==> config.mk <==
export PLATFORM = sky130hd
export DESIGN_NAME = rtp_header_checker_top
export DESIGN_NICKNAME = d
export VERILOG_FILES = /design/src/design/rtphc_pkg.sv /design/src/design/rtp_header_checker_top.sv
export SDC_FILE = /design/constraint.sdc
export NUM_CORES = 1
export LEC_CHECK = 0
export ABC_AREA = 1
export BUFFER_PORTS_ARGS = -buffer_cell sky130_fd_sc_hd__buf_2
export CAP_MARGIN = 15
export CORE_MARGIN = 2
export CORE_UTILIZATION = 35
export CTS_CLUSTER_SIZE = 40
export DETAILED_ROUTE_END_ITERATION = 8
export PLACE_DENSITY = 0.5
export SYNTH_ARGS = -nofsm -noshare
export SYNTH_HDL_FRONTEND = slang
export SYNTH_SLANG_ARGS = --single-unit
==> constraint.sdc <==
create_clock -name clk -period 9.14 [get_ports clk]
set_input_delay 0.914 -clock clk [delete_from_list [all_inputs] [get_ports clk]]
set_output_delay 0.914 -clock clk [all_outputs]
set_load 0.02 [all_outputs]
==> src/design/rtphc_pkg.sv <==
// Package: status codes, header layout, divide-by-nine constants and the result record.
`timescale 1ns / 1ps
package rtphc_pkg;

  localparam logic [2:0] ST_OK          = 3'd0;
  localparam logic [2:0] ST_SHORT       = 3'd1;
  localparam logic [2:0] ST_BAD_VERSION = 3'd2;
  localparam logic [2:0] ST_PADDING     = 3'd3;
  localparam logic [2:0] ST_EXTENSION   = 3'd4;
  localparam logic [2:0] ST_SSRC_MISM   = 3'd5;
  localparam logic [2:0] ST_PT_MISM     = 3'd6;
  localparam logic [2:0] ST_CSRC_SHORT  = 3'd7;

  // Header layout
  localparam logic [6:0] POS_TS_FIRST   = 7'd4;
  localparam logic [6:0] POS_TS_LAST    = 7'd7;
  localparam logic [6:0] POS_SSRC_LAST  = 7'd11;
  localparam logic [6:0] POS_FIXED_END  = 7'd12;
  localparam logic [6:0] POS_MAX        = 7'd127;
  localparam logic [1:0] RTP_VERSION    = 2'd2;

  // floor(x/9) = (x * DIV9_RECIP) >> DIV9_SHIFT, exact for x < 2^15
  localparam int         DIV9_SHIFT     = 18;
  localparam logic [14:0] DIV9_RECIP    = 15'd29128;
  localparam logic [6:0] TS_SCALE       = 7'd100;

  typedef struct packed {
    logic [7:0]  payload_byte;
    logic        payload_valid;
    logic        packet_end;
    logic [2:0]  status;
    logic        marker;
    logic [6:0]  payload_type;
    logic [15:0] sequence_number;
    logic [35:0] timestamp_us;
    logic [31:0] stream_id;
    logic        sequence_gap;
    logic [15:0] sequence_diff;
  } result_t;

endpackage

==> src/design/rtp_header_checker_top.sv <==
// RTP header checker: byte-serial header parse, stream lock and payload forward.
`timescale 1ns / 1ps
// A result is registered in the output register, or in the skid entry while it stalls.
// Throughput: one byte per cycle unless the skid entry is full (in_ready low).
// A two-entry output stage (result register plus skid) absorbs one result under stall.
// Timestamp scaling ts*100/9 is built incrementally as timestamp bytes arrive.
// Synchronous active-high reset clears position, lock, sequence and output valids.
module rtp_header_checker_top (
  input  logic        clk,
  input  logic        rst,
  input  logic        in_valid,
  output logic        in_ready,
  input  logic        kind,
  input  logic [7:0]  data_byte,
  input  logic        last_byte,
  output logic        out_valid,
  input  logic        out_ready,
  output logic [7:0]  payload_byte,
  output logic        payload_valid,
  output logic        packet_end,
  output logic [2:0]  status,
  output logic        marker,
  output logic [6:0]  payload_type,
  output logic [15:0] sequence_number,
  output logic [35:0] timestamp_us,
  output logic [31:0] stream_id,
  output logic        sequence_gap,
  output logic [15:0] sequence_diff
);
  import rtphc_pkg::*;

  // Parser state
  logic [6:0]  byte_position;
  logic [7:0]  first_header_byte;
  logic [7:0]  second_header_byte;
  logic [15:0] seq_field;
  logic [31:0] ssrc_field;
  logic [2:0]  error_code;
  // Timestamp scaled so far: value*100 = 9*ts_quot + ts_rem
  logic [35:0] ts_quot;
  logic [3:0]  ts_rem;

  // Stream lock and sequence tracking
  logic        stream_acquired;
  logic [31:0] locked_ssrc;
  logic [6:0]  locked_pt;
  logic        seq_acquired;
  logic [15:0] expected_seq;
  logic        gap_flag;
  logic [15:0] gap_amount;

  // Output stage
  result_t     out_q;
  result_t     skid_q;
  logic        skid_valid;

  logic        in_fire;
  logic        pkt_fire;
  logic        out_fire;

  // Header evaluation (meaningful at the last SSRC byte)
  logic [31:0] ssrc_full;
  logic [6:0]  pt_in;
  logic [2:0]  hdr_code;
  logic        hdr_acquire;
  logic        hdr_seq_upd;
  logic        gap_new;
  logic [15:0] amount_new;
  logic        at_hdr_end;

  logic [2:0]  err_eff;
  logic [6:0]  lpt_eff;
  logic [31:0] lssrc_eff;
  logic        gap_eff;
  logic [15:0] amount_eff;

  logic [6:0]  payload_start;
  logic        is_payload;
  logic        csrc_short;
  logic [2:0]  status_calc;

  // Incremental divide by nine
  logic        ts_first;
  logic        ts_byte;
  logic [14:0] ts_x;
  logic [29:0] ts_prod;
  logic [11:0] ts_q_step;
  logic [14:0] ts_r_full;

  logic        produce;
  result_t     res_new;

  assign in_ready = !skid_valid;
  assign in_fire  = in_valid && in_ready;
  assign pkt_fire = in_fire && !kind;
  assign out_fire = out_valid && out_ready;

  assign ssrc_full  = {ssrc_field[23:0], data_byte};
  assign pt_in      = second_header_byte[6:0];
  assign at_hdr_end = (byte_position == POS_SSRC_LAST);

  always_comb begin
    hdr_code    = ST_OK;
    hdr_acquire = 1'b0;
    hdr_seq_upd = 1'b0;
    if (first_header_byte[7:6] != RTP_VERSION) begin
      hdr_code = ST_BAD_VERSION;
    end else if (first_header_byte[5]) begin
      hdr_code = ST_PADDING;
    end else if (first_header_byte[4]) begin
      hdr_code = ST_EXTENSION;
    end else if (!stream_acquired) begin
      hdr_acquire = 1'b1;
      hdr_seq_upd = 1'b1;
    end else if (ssrc_full != locked_ssrc) begin
      hdr_code = ST_SSRC_MISM;
    end else if (pt_in != locked_pt) begin
      hdr_code = ST_PT_MISM;
    end else begin
      hdr_seq_upd = 1'b1;
    end
  end

  assign gap_new    = seq_acquired && (expected_seq != seq_field);
  assign amount_new = gap_new ? (seq_field - expected_seq) : 16'd0;

  // Values as they stand after this byte, for a packet ending at the header end
  assign err_eff    = at_hdr_end ? hdr_code : error_code;
  assign lpt_eff    = (at_hdr_end && hdr_acquire) ? pt_in : locked_pt;
  assign lssrc_eff  = (at_hdr_end && hdr_acquire) ? ssrc_full : locked_ssrc;
  assign gap_eff    = (at_hdr_end && hdr_seq_upd) ? gap_new : gap_flag;
  assign amount_eff = (at_hdr_end && hdr_seq_upd) ? amount_new : gap_amount;

  // Payload starts after the fixed header and CC CSRC words
  assign payload_start = POS_FIXED_END + {1'b0, first_header_byte[3:0], 2'b00};
  assign is_payload    = (byte_position >= POS_FIXED_END) &&
                         (byte_position >= payload_start) && (error_code == ST_OK);
  assign csrc_short    = ({1'b0, byte_position} + 8'd1) < {1'b0, payload_start};

  always_comb begin
    if (byte_position < POS_SSRC_LAST) begin
      status_calc = ST_SHORT;
    end else if (err_eff != ST_OK) begin
      status_calc = err_eff;
    end else if (csrc_short) begin
      status_calc = ST_CSRC_SHORT;
    end else begin
      status_calc = ST_OK;
    end
  end

  // value' * 100 = 9*(256*q) + (256*r + 100*b)
  assign ts_first  = (byte_position == POS_TS_FIRST);
  assign ts_byte   = (byte_position >= POS_TS_FIRST) && (byte_position <= POS_TS_LAST);
  assign ts_x      = (ts_first ? 15'd0 : {3'd0, ts_rem, 8'd0}) +
                     15'(data_byte * TS_SCALE);
  assign ts_prod   = 30'(ts_x) * 30'(DIV9_RECIP);
  assign ts_q_step = ts_prod[29:DIV9_SHIFT];
  assign ts_r_full = ts_x - ({ts_q_step, 3'd0} + 15'(ts_q_step));

  assign produce = pkt_fire && (last_byte || is_payload);

  always_comb begin
    res_new = '0;
    if (!last_byte) begin
      res_new.payload_byte  = data_byte;
      res_new.payload_valid = 1'b1;
    end else begin
      res_new.packet_end = 1'b1;
      res_new.status     = status_calc;
      if (status_calc == ST_OK) begin
        if (is_payload) begin
          res_new.payload_byte  = data_byte;
          res_new.payload_valid = 1'b1;
        end
        res_new.marker          = second_header_byte[7];
        res_new.payload_type    = lpt_eff;
        res_new.sequence_number = seq_field;
        res_new.timestamp_us    = ts_quot;
        res_new.stream_id       = lssrc_eff;
        res_new.sequence_gap    = gap_eff;
        res_new.sequence_diff   = amount_eff;
      end
    end
  end

  // Parser, lock and sequence registers
  always_ff @(posedge clk) begin
    if (rst) begin
      byte_position   <= '0;
      error_code      <= ST_OK;
      stream_acquired <= 1'b0;
      seq_acquired    <= 1'b0;
      gap_flag        <= 1'b0;
      gap_amount      <= '0;
    end else if (in_fire && kind) begin
      // relock: forget stream identity and sequence, packet parse continues
      stream_acquired <= 1'b0;
      seq_acquired    <= 1'b0;
    end else if (pkt_fire) begin
      if (byte_position == 7'd0) begin
        first_header_byte <= data_byte;
      end
      if (byte_position == 7'd1) begin
        second_header_byte <= data_byte;
      end
      if (byte_position == 7'd2 || byte_position == 7'd3) begin
        seq_field <= {seq_field[7:0], data_byte};
      end
      if (ts_byte) begin
        ts_quot <= (ts_first ? 36'd0 : {ts_quot[27:0], 8'd0}) + 36'(ts_q_step);
        ts_rem  <= ts_r_full[3:0];
      end
      if (byte_position > POS_TS_LAST && byte_position <= POS_SSRC_LAST) begin
        ssrc_field <= ssrc_full;
      end
      if (at_hdr_end) begin
        error_code <= hdr_code;
        if (hdr_acquire) begin
          stream_acquired <= 1'b1;
          locked_ssrc     <= ssrc_full;
          locked_pt       <= pt_in;
        end
        if (hdr_seq_upd) begin
          seq_acquired <= 1'b1;
          gap_flag     <= gap_new;
          gap_amount   <= amount_new;
          expected_seq <= seq_field + 16'd1;
        end
      end
      if (last_byte) begin
        byte_position <= '0;
        error_code    <= ST_OK;
        gap_flag      <= 1'b0;
        gap_amount    <= '0;
      end else if (byte_position != POS_MAX) begin
        byte_position <= byte_position + 7'd1;
      end
    end
  end

  // Result register with skid entry behind it
  always_ff @(posedge clk) begin
    if (rst) begin
      out_valid  <= 1'b0;
      skid_valid <= 1'b0;
    end else if (!out_valid || out_fire) begin
      if (skid_valid) begin
        out_q      <= skid_q;
        out_valid  <= 1'b1;
        skid_q     <= res_new;
        skid_valid <= produce;
      end else begin
        out_q     <= res_new;
        out_valid <= produce;
      end
    end else if (produce) begin
      skid_q     <= res_new;
      skid_valid <= 1'b1;
    end
  end

  assign payload_byte    = out_q.payload_byte;
  assign payload_valid   = out_q.payload_valid;
  assign packet_end      = out_q.packet_end;
  assign status          = out_q.status;
  assign marker          = out_q.marker;
  assign payload_type    = out_q.payload_type;
  assign sequence_number = out_q.sequence_number;
  assign timestamp_us    = out_q.timestamp_us;
  assign stream_id       = out_q.stream_id;
  assign sequence_gap    = out_q.sequence_gap;
  assign sequence_diff   = out_q.sequence_diff;

endmodule

==> impl_metrics.py, run 1 <==
metrics = {
    "outcome": {
        "status": "finished clean",
    },
    "yosys": {
        "synth_edf_count": 394,
        "synth.area.top_cells": "edfxtp_1, nand2_1, ha_1, inv_1, fa_1",
        "syn_inst": 2269,
        "syn-cell-area_sq_um": 23100,
        "ys.flop_type": "edfxtp_1",
        "syn_nets": 2462,
        "synth_seq_cells": 425,
        "synthDistinctLibCells": 47,
        "synth.largest_area_cell": "edfxtp_1",
        "avgSynthCellArea_sq_um": 10.2,
        "yosys.area.top_type_share_pct": 51.2,
        "async_flop_share_pct": 0,
        "yosysWarnings": 0,
        "yosysSeqAreaShare_pct": 53.9,
    },
    "critical_path": {
        "cp_data_arrival_time_ns": 9.42,
        "r2r-end": "ts_quot[34]",
        "crit_path_top_delay_cell": "fa_1",
        "cp-end-kind": "flop",
        "reg2reg_depth": 44,
        "path_common_cell": "nand2_2",
        "rrSetupSlack_ns": 0.81,
        "worst-setup-path-type": "primary input to flop",
        "rr_startpoint": "byte_position[6]",
        "cpPeakStageDelay_ns": 0.53,
        "start_kind": "primary input",
        "crit_family": "adder cells",
        "required_ns": 9.47,
        "worst-path-max-fanout": 4,
        "path_buf_inv": 9,
    },
    "clock_tree": {
        "htreeDepth": 2,
        "cts_hold_buf": 0,
        "cts_tree": "done",
        "clk_pin_slew_worst_paths_ns": 0.06,
        "cts.sinks": 425,
        "cts_root_buffer": "clkbuf_16",
        "clkLatencyLatePin_ns": 0.59,
        "clk_path_buf_depth": 3,
        "cts_made_buffers": 48,
    },
    "run": {
        "cap_violations": 0,
    },
    "drt": {
        "dr.pass1.iters": 5,
        "postRouteAntennaNets": 0,
        "drc": 0,
        "drtIter0Drc": 898,
        "vias": 15900,
        "via_per_inst": 4.68,
        "routedWlPerCell_um": 16.6,
        "wl_um": 56400,
    },
    "floorplan": {
        "dieArea_sq_um": 68100,
        "ios": 138,
        "fp.dieW_um": 261,
        "fp.coreArea_sq_um": 65600,
        "start_util_pct": 35.2,
        "die-height_um": 261,
        "fp-row-count": 94,
    },
    "hold_path": {
        "min_path_type": "flop to flop",
        "hp-start": "gap_amount[4]",
        "min_delay_worst_endpoint": "gap_amount[4]",
        "worstHoldPathCells": 2,
    },
    "placement": {
        "gp_congestion": 0.854,
        "pre_cts_ws_ns": -0.802,
        "io_buffer_count": 137,
        "dp_hpwl_um": 39300,
    },
    "timing": {
        "slew_viol_final": 0,
        "fmax_mhz": 110,
        "worst_slack_ns": 0.0505,
        "period_minus_slack_ns": 9.09,
        "finalHoldViolations": 0,
        "finClkSkew_ns": 0.0318,
        "finalCritPeriodShare_pct": 99.4,
        "worst_pin_slew_ns": 1.07,
        "finalSetupViolCount": 0,
        "relSlewSlack_pct": 28.7,
        "rsz0062_at_grt": "yes",
        "setup_tns_ns": 0,
        "fin_hold_ws_ns": 0.460,
    },
    "global_routing": {
        "grt_pass1_vias": 15800,
        "grt_pass1_wl_um": 88300,
        "grt_usage_pct": 16.5,
        "grt_max_degree": 79,
        "antenna_found_initial": 0,
        "grt_overflow": 0,
    },
    "finish": {
        "drive_above_1_share_pct": 18.9,
        "finish.net_count": 2681,
        "syn2layout_area_growth_pct": 18.3,
        "antenna_cells": 0,
    },
}
## layout make-up
type	count	area, sq um
inverters	355	1340
clock inverters	30	340
multi-input cells	1423	9380
well taps	864	1080
repair buffers	235	1470
fillers	6377	38300
flip-flops and latches	425	12500
clock buffers	59	1280
## cells in the final DEF (no fill, tap or decap), types with 5 or more instances in the layout
master	instances
inv_1	336
nand2_1	513
inv_2	16
clkinv_2	7
a31oi_1	5
dfxtp_1	30
xnor2_1	33
clkbuf_16	49
clkbuf_1	8
nor3_2	5
edfxtp_1	394
ha_1	125
nand3b_1	16
nor2_2	15
nor2_4	61
nand4_1	14
a21oi_1	65
ha_4	16
xor2_1	67
bufinv_16	6
nor3_1	13
a21oi_2	9
buf_2	134
mux2i_1	10
o21ai_0	70
fa_1	35
nand3_2	6
nor2_1	139
nand3_1	135
buf_4	96
clkinv_1	11
nand2_2	20
## routing by layer
layer	vias to the layer above	wire (um)	global-route usage, %
li1	7866	-	-
met1	7666	25800	22.7
met2	254	27300	27.5
met3	67	2310	2.59
met4	0	942	3.63
met5	-	0	0
## worst max-delay path by stage
stage / start / slack, ns / cells past startpoint / to
2_1_floorplan: data_byte[3] / -0.14 / 47 / ts_quot[32]
3_3_place_gp: data_byte[2] / -0.66 / 46 / ts_quot[32]
3_5_place_dp: data_byte[2] / -0.80 / 46 / ts_quot[32]
4_1_cts: data_byte[3] / 0.003 / 51 / ts_quot[32]
5_1_grt: data_byte[3] / -0.36 / 49 / ts_quot[34]
6_report: data_byte[3] / 0.05 / 49 / ts_quot[34]
## flip-flops by register name, indices dropped and copies added (netlist names), 3 cells and up
name / cells
byte_position: 7
error_code: 3
expected_seq: 16
first_header_byte: 8
gap_amount: 16
locked_pt: 7
locked_ssrc: 32
payload_byte: 8
payload_type: 7
second_header_byte: 8
seq_field: 16
sequence_diff: 16
sequence_number: 16
skid_q: 122
ssrc_field: 24
status: 3
stream_id: 32
timestamp_us: 36
ts_quot: 36
ts_rem: 3
## cell usage after synthesis (2+ instances only)
| master | instances |
|---|---|
| o21ai_1 | 2 |
| nand3_2 | 3 |
| buf_12 | 6 |
| xor2_1 | 71 |
| inv_2 | 12 |
| nand3b_1 | 16 |
| nor3_1 | 15 |
| buf_2 | 10 |
| o2111ai_1 | 3 |
| nor2_2 | 10 |
| nand4_1 | 14 |
| nand2_2 | 6 |
| a21oi_1 | 74 |
| o21bai_1 | 2 |
| buf_1 | 2 |
| mux2i_1 | 10 |
| nand3_1 | 138 |
| edfxtp_1 | 394 |
| or2_0 | 4 |
| a31oi_1 | 5 |
| a21boi_0 | 4 |
| and3_1 | 2 |
| inv_1 | 342 |
| o211ai_1 | 3 |
| nand2_1 | 527 |
| a211oi_1 | 4 |
| o21a_1 | 2 |
| buf_6 | 6 |
| o21ai_0 | 73 |
| clkbuf_1 | 40 |
| nor2_1 | 149 |
| dfxtp_1 | 31 |
| fa_1 | 36 |
| nor4_1 | 4 |
| buf_4 | 2 |
| nor2_4 | 56 |
| xnor2_1 | 34 |
| nor3_2 | 6 |
| ha_1 | 143 |
## worst register-to-register path: cells and delay by family, from the launching register on
kind,cells,cell delay (ns)
adders and majority gates,8,3.32
and+or+nand+nor,21,2.87
buffers and inverters,10,0.87
xor gates and xnor gates,3,0.44
DFF,1,0.37
AOI/OAI and AO/OA,2,0.18
## logic make-up (layout without fill, tap and decap cells)
group	after synthesis	in the layout	synth area share [%]
simple gates	953	953	19.2
flops	425	425	53.9
buf+inv	421	679	7.54
fa+ha+maj	179	179	10.9
compound gates	176	176	4.10
xor+xnor	105	105	3.98
mux	10	10	0.433
## through the flow
| step | std cells | util (%) | instance area, sq um |
|---|---|---|---|
| finish | 3391 | 41.7 | 27300 |
| global placement | 3291 | 38.5 | 25300 |
| floorplan | 2269 | - | 23200 |
| detailed placement | 3291 | 38.5 | 25300 |
| CTS | 3381 | 41.1 | 27000 |
| global route | 3391 | 41.7 | 27300 |
## repair_timing
item	CTS	global route
resized for setup	6	64
endpoints found under the setup margin	12	17
pin swaps	5	59
buffers inserted	1	10
Power of run 1 is left out: the tool's default activity adds up to more than one toggle a clock period on the data nets, which glitch-free logic cannot reach.
==> inputs of run 2 (changes only) <==
ABC_AREA = not set   (was 1)
==> run 2 against run 1 <==
Flip-flop and latch count stayed put; worst setup slack better by 0.34 ns; synthesized cell count fell by 24%; critical path depth fell by 6; count of clock-buffer cells in the layout stayed put; clock skew rose by 0.014 ns; core utilization increased by 0.62 points; first-iteration DRC count is 16% lower; die area down 4.8%; wire length decreased by 11%; critical path type unchanged; critical endpoint is now ts_quot[24]; highest routed layer unchanged.
==> impl_metrics.py, run 2 <==
metrics = {
    "finish": {
        "most-common-layout-cells": "edfxtp_1, nor2_1, buf_2, ha_1, inv_1",
        "top_register": "skid_q",
        "final_common_cell": "edfxtp_1",
        "antenna_cells": 0,
        "finalNonFillerCells": 2822,
        "largest_reg_flops": 122,
        "finish.net_count": 2139,
        "syn2layout_area_growth_pct": 19.1,
        "drive_above_1_share_pct": 23.6,
    },
    "clock_tree": {
        "cts_made_buffers": 47,
        "cts_tree": "done",
        "cts_hold_buf": 0,
        "htreeDepth": 2,
        "clk_path_buf_depth": 3,
        "clkLatencyLatePin_ns": 0.61,
        "clk_pin_slew_worst_paths_ns": 0.06,
        "cts_root_buffer": "clkbuf_16",
        "cts.sinks": 425,
    },
    "global_routing": {
        "grt_pass1_vias": 13700,
        "grt_usage_pct": 15.5,
        "grt_overflow": 0,
        "antenna_found_initial": 1,
        "grt_max_degree": 68,
        "grt_pass1_wl_um": 78400,
    },
    "yosys": {
        "yosys.area.top_type_share_pct": 53.8,
        "synth.area.top_cells": "edfxtp_1, ha_1, fa_1, xor2_1, dfxtp_1",
        "yosys-top-cells-count": "edfxtp_1, ha_1, nor2_1",
        "yosysMostFrequentCell": "edfxtp_1",
        "syn_nets": 1922,
        "syn-cell-area_sq_um": 22000,
        "ys.flop_type": "edfxtp_1",
        "async_flop_share_pct": 0,
        "synthDistinctLibCells": 65,
        "synth_edf_count": 394,
        "syn_inst": 1729,
        "yosysSeqAreaShare_pct": 56.6,
        "synth.largest_area_cell": "edfxtp_1",
        "yosysWarnings": 0,
        "avgSynthCellArea_sq_um": 12.7,
        "synth_seq_cells": 425,
    },
    "drt": {
        "drtIter0Drc": 758,
        "routedWlPerCell_um": 17.7,
        "drc": 0,
        "via_per_inst": 4.83,
        "wl_um": 50100,
        "vias": 13600,
        "dr.pass1.iters": 5,
        "postRouteAntennaNets": 0,
    },
    "timing": {
        "worst_pin_slew_ns": 1.04,
        "relSlewSlack_pct": 30.3,
        "finalCritPeriodShare_pct": 95.8,
        "worst_slack_ns": 0.386,
        "fmax_mhz": 114,
        "finClkSkew_ns": 0.0456,
        "slew_viol_final": 0,
        "finalSetupViolCount": 0,
        "rsz0062_at_grt": "yes",
        "finalHoldViolations": 0,
        "period_minus_slack_ns": 8.75,
    },
    "hold_path": {
        "min_path_type": "flop to flop",
    },
    "critical_path": {
        "path_common_cell": "ha_4",
        "cp-end-kind": "flop",
        "cpPeakStageDelay_ns": 0.59,
        "start_kind": "primary input",
        "worst-path-max-fanout": 5,
        "rrSetupSlack_ns": 0.67,
        "required_ns": 9.47,
        "crit_path_top_delay_cell": "fa_1",
        "cp_data_arrival_time_ns": 9.09,
        "worst-setup-path-type": "primary input to flop",
    },
    "placement": {
        "pre_cts_ws_ns": -0.488,
        "gp_congestion": 0.800,
        "io_buffer_count": 137,
        "post-place-cells": 2727,
        "dp_hpwl_um": 35300,
    },
    "floorplan": {
        "die-height_um": 255,
        "fp-row-count": 91,
        "dieArea_sq_um": 64800,
        "ios": 138,
        "fp.coreArea_sq_um": 61900,
        "fp.dieW_um": 255,
        "start_util_pct": 35.5,
    },
    "run": {
        "cap_violations": 0,
    },
    "outcome": {
        "status": "finished clean",
    },
}
-- run 2: cell count changes in the layout (fill, tap and decap cells not counted), sizes merged, moves of 37 or more --
| cell | change |
|---|---|
| and3 | +59 |
| inv | -226 |
| mux2i | +37 |
| nand2 | -414 |
| nor2 | -76 |
| o21ai | -47 |
| nand3 | -121 |
| o31ai | +63 |
| mux2 | +52 |
-- run 2: logic make-up (layout without fill, tap and decap cells) --
| group | after synthesis | count (layout) | share of synthesized area, % |
|---|---|---|---|
| AND/OR/NAND/NOR | 464 | 464 | 10.3 |
| adder cells (fa/ha/maj) | 179 | 179 | 11.4 |
| multiplexers | 99 | 99 | 4.80 |
| flip-flops | 425 | 425 | 56.6 |
| buffers and inverters | 195 | 451 | 3.55 |
| AO/OA/AOI/OAI | 235 | 235 | 7.99 |
| XOR/XNOR | 132 | 132 | 5.26 |
-- run 2: final timing paths --
check / start / cells past startpoint / to
max: data_byte[1] / 43 / ts_quot[24]
min: gap_amount[8] / 2 / gap_amount[8]
max reg2reg: byte_position[6] / 35 / ts_quot[24]
min reg2reg: gap_amount[8] / 2 / gap_amount[8]
-- run 2: final cells by class --
class,count,area (sq um)
Fill cell,5831,35800
Clock inverter,29,343
Sequential cell,425,12500
Tap cell,837,1050
Multi-Input combinational cell,1109,9160
Timing Repair Buffer,235,1450
Clock buffer,59,1250
Inverter,128,480
-- run 2: worst max-delay path, delay by kind of cell --
family,cells,cell delay (ns)
adders and majority gates,12,4.26
xor gates and xnor gates,3,0.45
AOI/OAI and AO/OA,9,1.37
buffers and inverters,10,0.81
and+or+nand+nor,9,1.28
-- run 2: metrics by stage --
stage | TNS (ns) | hold WS (ns) | cell area [sq um] | utilization, %
6_report | 0 | 0.451 | 26200 | 42.3
5_1_grt | -0.0586 | 0.471 | 26200 | 42.3
4_1_cts | 0 | 0.452 | 25900 | 41.8
3_5_place_dp | -7.69 | 0.443 | 24300 | 39.3
3_3_place_gp | -5.11 | 0.438 | 24300 | 39.3
2_1_floorplan | -0.465 | 0.432 | 22100 | -
-- run 2: timing repair --
action,in CTS,in global routing
resized for setup,0,40
hold endpoints to repair,0,0
setup buffers,0,7
setup endpoints to repair,0,22
-- run 2: per-layer routing --
metal  global-route usage, %  routed length, um  up-vias
met5                       0                  0        -
met4                    4.03                964        0
met3                    1.94               1410       53
met2                    26.5              24600      184
met1                    20.9              23100     6691
li1                        -                  -     6691
Power of run 2 is left out for the same reason.
==> inputs of run 3 (changes only) <==
CELL_PAD_IN_SITES_DETAIL_PLACEMENT = 0   (was not set)
CELL_PAD_IN_SITES_GLOBAL_PLACEMENT = 1   (was not set)
CORE_UTILIZATION = 46   (was 35)
PLACE_DENSITY = 0.74   (was 0.5)
SLEW_MARGIN = 20   (was not set)
==> run 3 against run 2 <==
Clock skew decreased by 0.020 ns; first-iteration DRC count rose by 19%; critical path depth shrank 4; flip-flop and latch count stayed put; hold slack better by 0.0026 ns; cell area is 1.9% lower; core utilization increased by 12 points; count of clock-buffer cells in the layout did not move; cell count decreased by 8.2%; die area decreased by 24%; global-route usage rose by 3.5 points; critical path type unchanged; register-to-register slack got worse by 0.10 ns.
==> impl_metrics.py, run 3 (synthesis results as in run 2) <==
metrics = {
    "placement": {
        "dp_hpwl_um": 33000,
        "post-place-cells": 2501,
        "io_buffer_count": 137,
        "gp_congestion": 0.854,
    },
    "global_routing": {
        "grtUsageMet1_pct": 25.6,
        "grt_pass1_wl_um": 75000,
        "gr-max-usage-layer": "met2",
        "grt_pass1_vias": 13700,
        "grt_max_degree": 83,
        "grt_usage_pct": 19.0,
        "antenna_found_initial": 1,
        "use_met2_pct": 32.0,
        "grtUsageMet3_pct": 2.82,
        "grt_overflow": 0,
    },
    "drt": {
        "postRouteAntennaNets": 0,
        "drtIter0Drc": 903,
        "wl_um": 47400,
        "routedWlPerCell_um": 18.3,
        "dr.pass1.iters": 5,
        "drc": 0,
        "vias": 13800,
        "via_per_inst": 5.33,
    },
    "timing": {
        "fin_hold_ws_ns": 0.454,
        "finalHoldViolations": 0,
        "relSlewSlack_pct": 27.0,
        "worst_pin_slew_ns": 1.09,
        "slew_viol_final": 0,
        "rsz0062_at_grt": "yes",
        "fmax_mhz": 113,
        "finalSetupViolCount": 0,
        "finClkSkew_ns": 0.0253,
        "finalCritPeriodShare_pct": 96.7,
        "period_minus_slack_ns": 8.83,
    },
    "clock_tree": {
        "cts.sinks": 425,
        "clk_pin_slew_worst_paths_ns": 0.06,
        "htreeDepth": 2,
        "cts_made_buffers": 46,
        "clkLatencyLatePin_ns": 0.58,
        "cts_tree": "done",
        "clk_path_buf_depth": 3,
        "cts_hold_buf": 0,
        "cts_root_buffer": "clkbuf_16",
    },
    "critical_path": {
        "path_buf_inv": 8,
        "start_kind": "primary input",
        "cp_data_arrival_time_ns": 9.15,
        "crit_path_top_delay_cell": "fa_1",
        "path_common_cell": "fa_1",
        "required_ns": 9.46,
        "worst-path-max-fanout": 5,
        "cp-end-kind": "flop",
        "rrSetupSlack_ns": 0.57,
        "crit_family": "adder cells",
        "cpPeakStageDelay_ns": 0.55,
        "worst-setup-path-type": "primary input to flop",
    },
    "run": {
        "cap_violations": 0,
    },
    "floorplan": {
        "fp.coreArea_sq_um": 47400,
        "dieArea_sq_um": 49600,
        "fp.dieW_um": 223,
        "ios": 138,
        "start_util_pct": 46.3,
        "fp-row-count": 80,
        "die-height_um": 223,
    },
    "finish": {
        "finish.net_count": 2132,
        "drive_above_1_share_pct": 23.0,
        "final_core_util_pct": 54.1,
        "fill_cells": 4092,
        "most-common-layout-cells": "edfxtp_1, nor2_1, buf_2, ha_1, inv_1",
        "syn2layout_area_growth_pct": 16.8,
        "largest_reg_flops": 122,
        "final_common_cell": "edfxtp_1",
        "top_register": "skid_q",
        "finalNonFillerCells": 2591,
        "antenna_cells": 0,
    },
    "hold_path": {
        "min_path_type": "flop to flop",
    },
    "outcome": {
        "status": "finished clean",
    },
}
## run 3: layout make-up
type                       count  area [sq um]  area share [%]
sequential                   425         12500            48.5
multi-input combinational   1109          9140            35.6
timing repair buffer         229          1400            5.45
clock buffer                  59          1220            4.75
tap                          615           769            3.00
inverter                     128           480            1.87
clock inverter                26           216           0.843
## run 3: path summary, 6_finish.rpt
path | from | endpoint | cells past startpoint
max reg2reg | byte_position[5] | ts_quot[24] | 39
min | gap_amount[5] | gap_amount[5] | 2
min reg2reg | gap_amount[5] | gap_amount[5] | 2
max | data_byte[3] | ts_quot[24] | 39
## run 3: through the flow
step                setup WS, ns  area, sq um  setup TNS, ns
finish                     0.305        25700              0
global route             -0.0962        25700         -0.481
CTS                       0.0392        25400              0
detailed placement        -0.554        24000          -9.31
global placement          -0.390        24000          -5.72
floorplan                 -0.123        22100         -0.465
## run 3: what timing repair did
action,in CTS,in global routing
endpoints found under the hold margin,0,0
buffers inserted,0,5
setup endpoints to repair,0,22
gates resized for setup,0,47
## run 3: worst reg2reg max path, delay by kind of cell, from the launching register on
kind	cells	cell delay (ns)
DFF	1	0.41
buffers and inverters	8	0.46
xor gates and xnor gates	3	0.40
adders and majority gates	10	3.65
AOI/OAI and AO/OA	7	0.99
and+or+nand+nor	11	2.42
## run 3: layer usage
layer  vias up  part of all wire [%]
met5         -                     0
met4         0                   2.3
met2       232                    49
li1       6681                     -
met1      6823                    45
met3        68                   3.5
Power of run 3 is left out for the same reason.
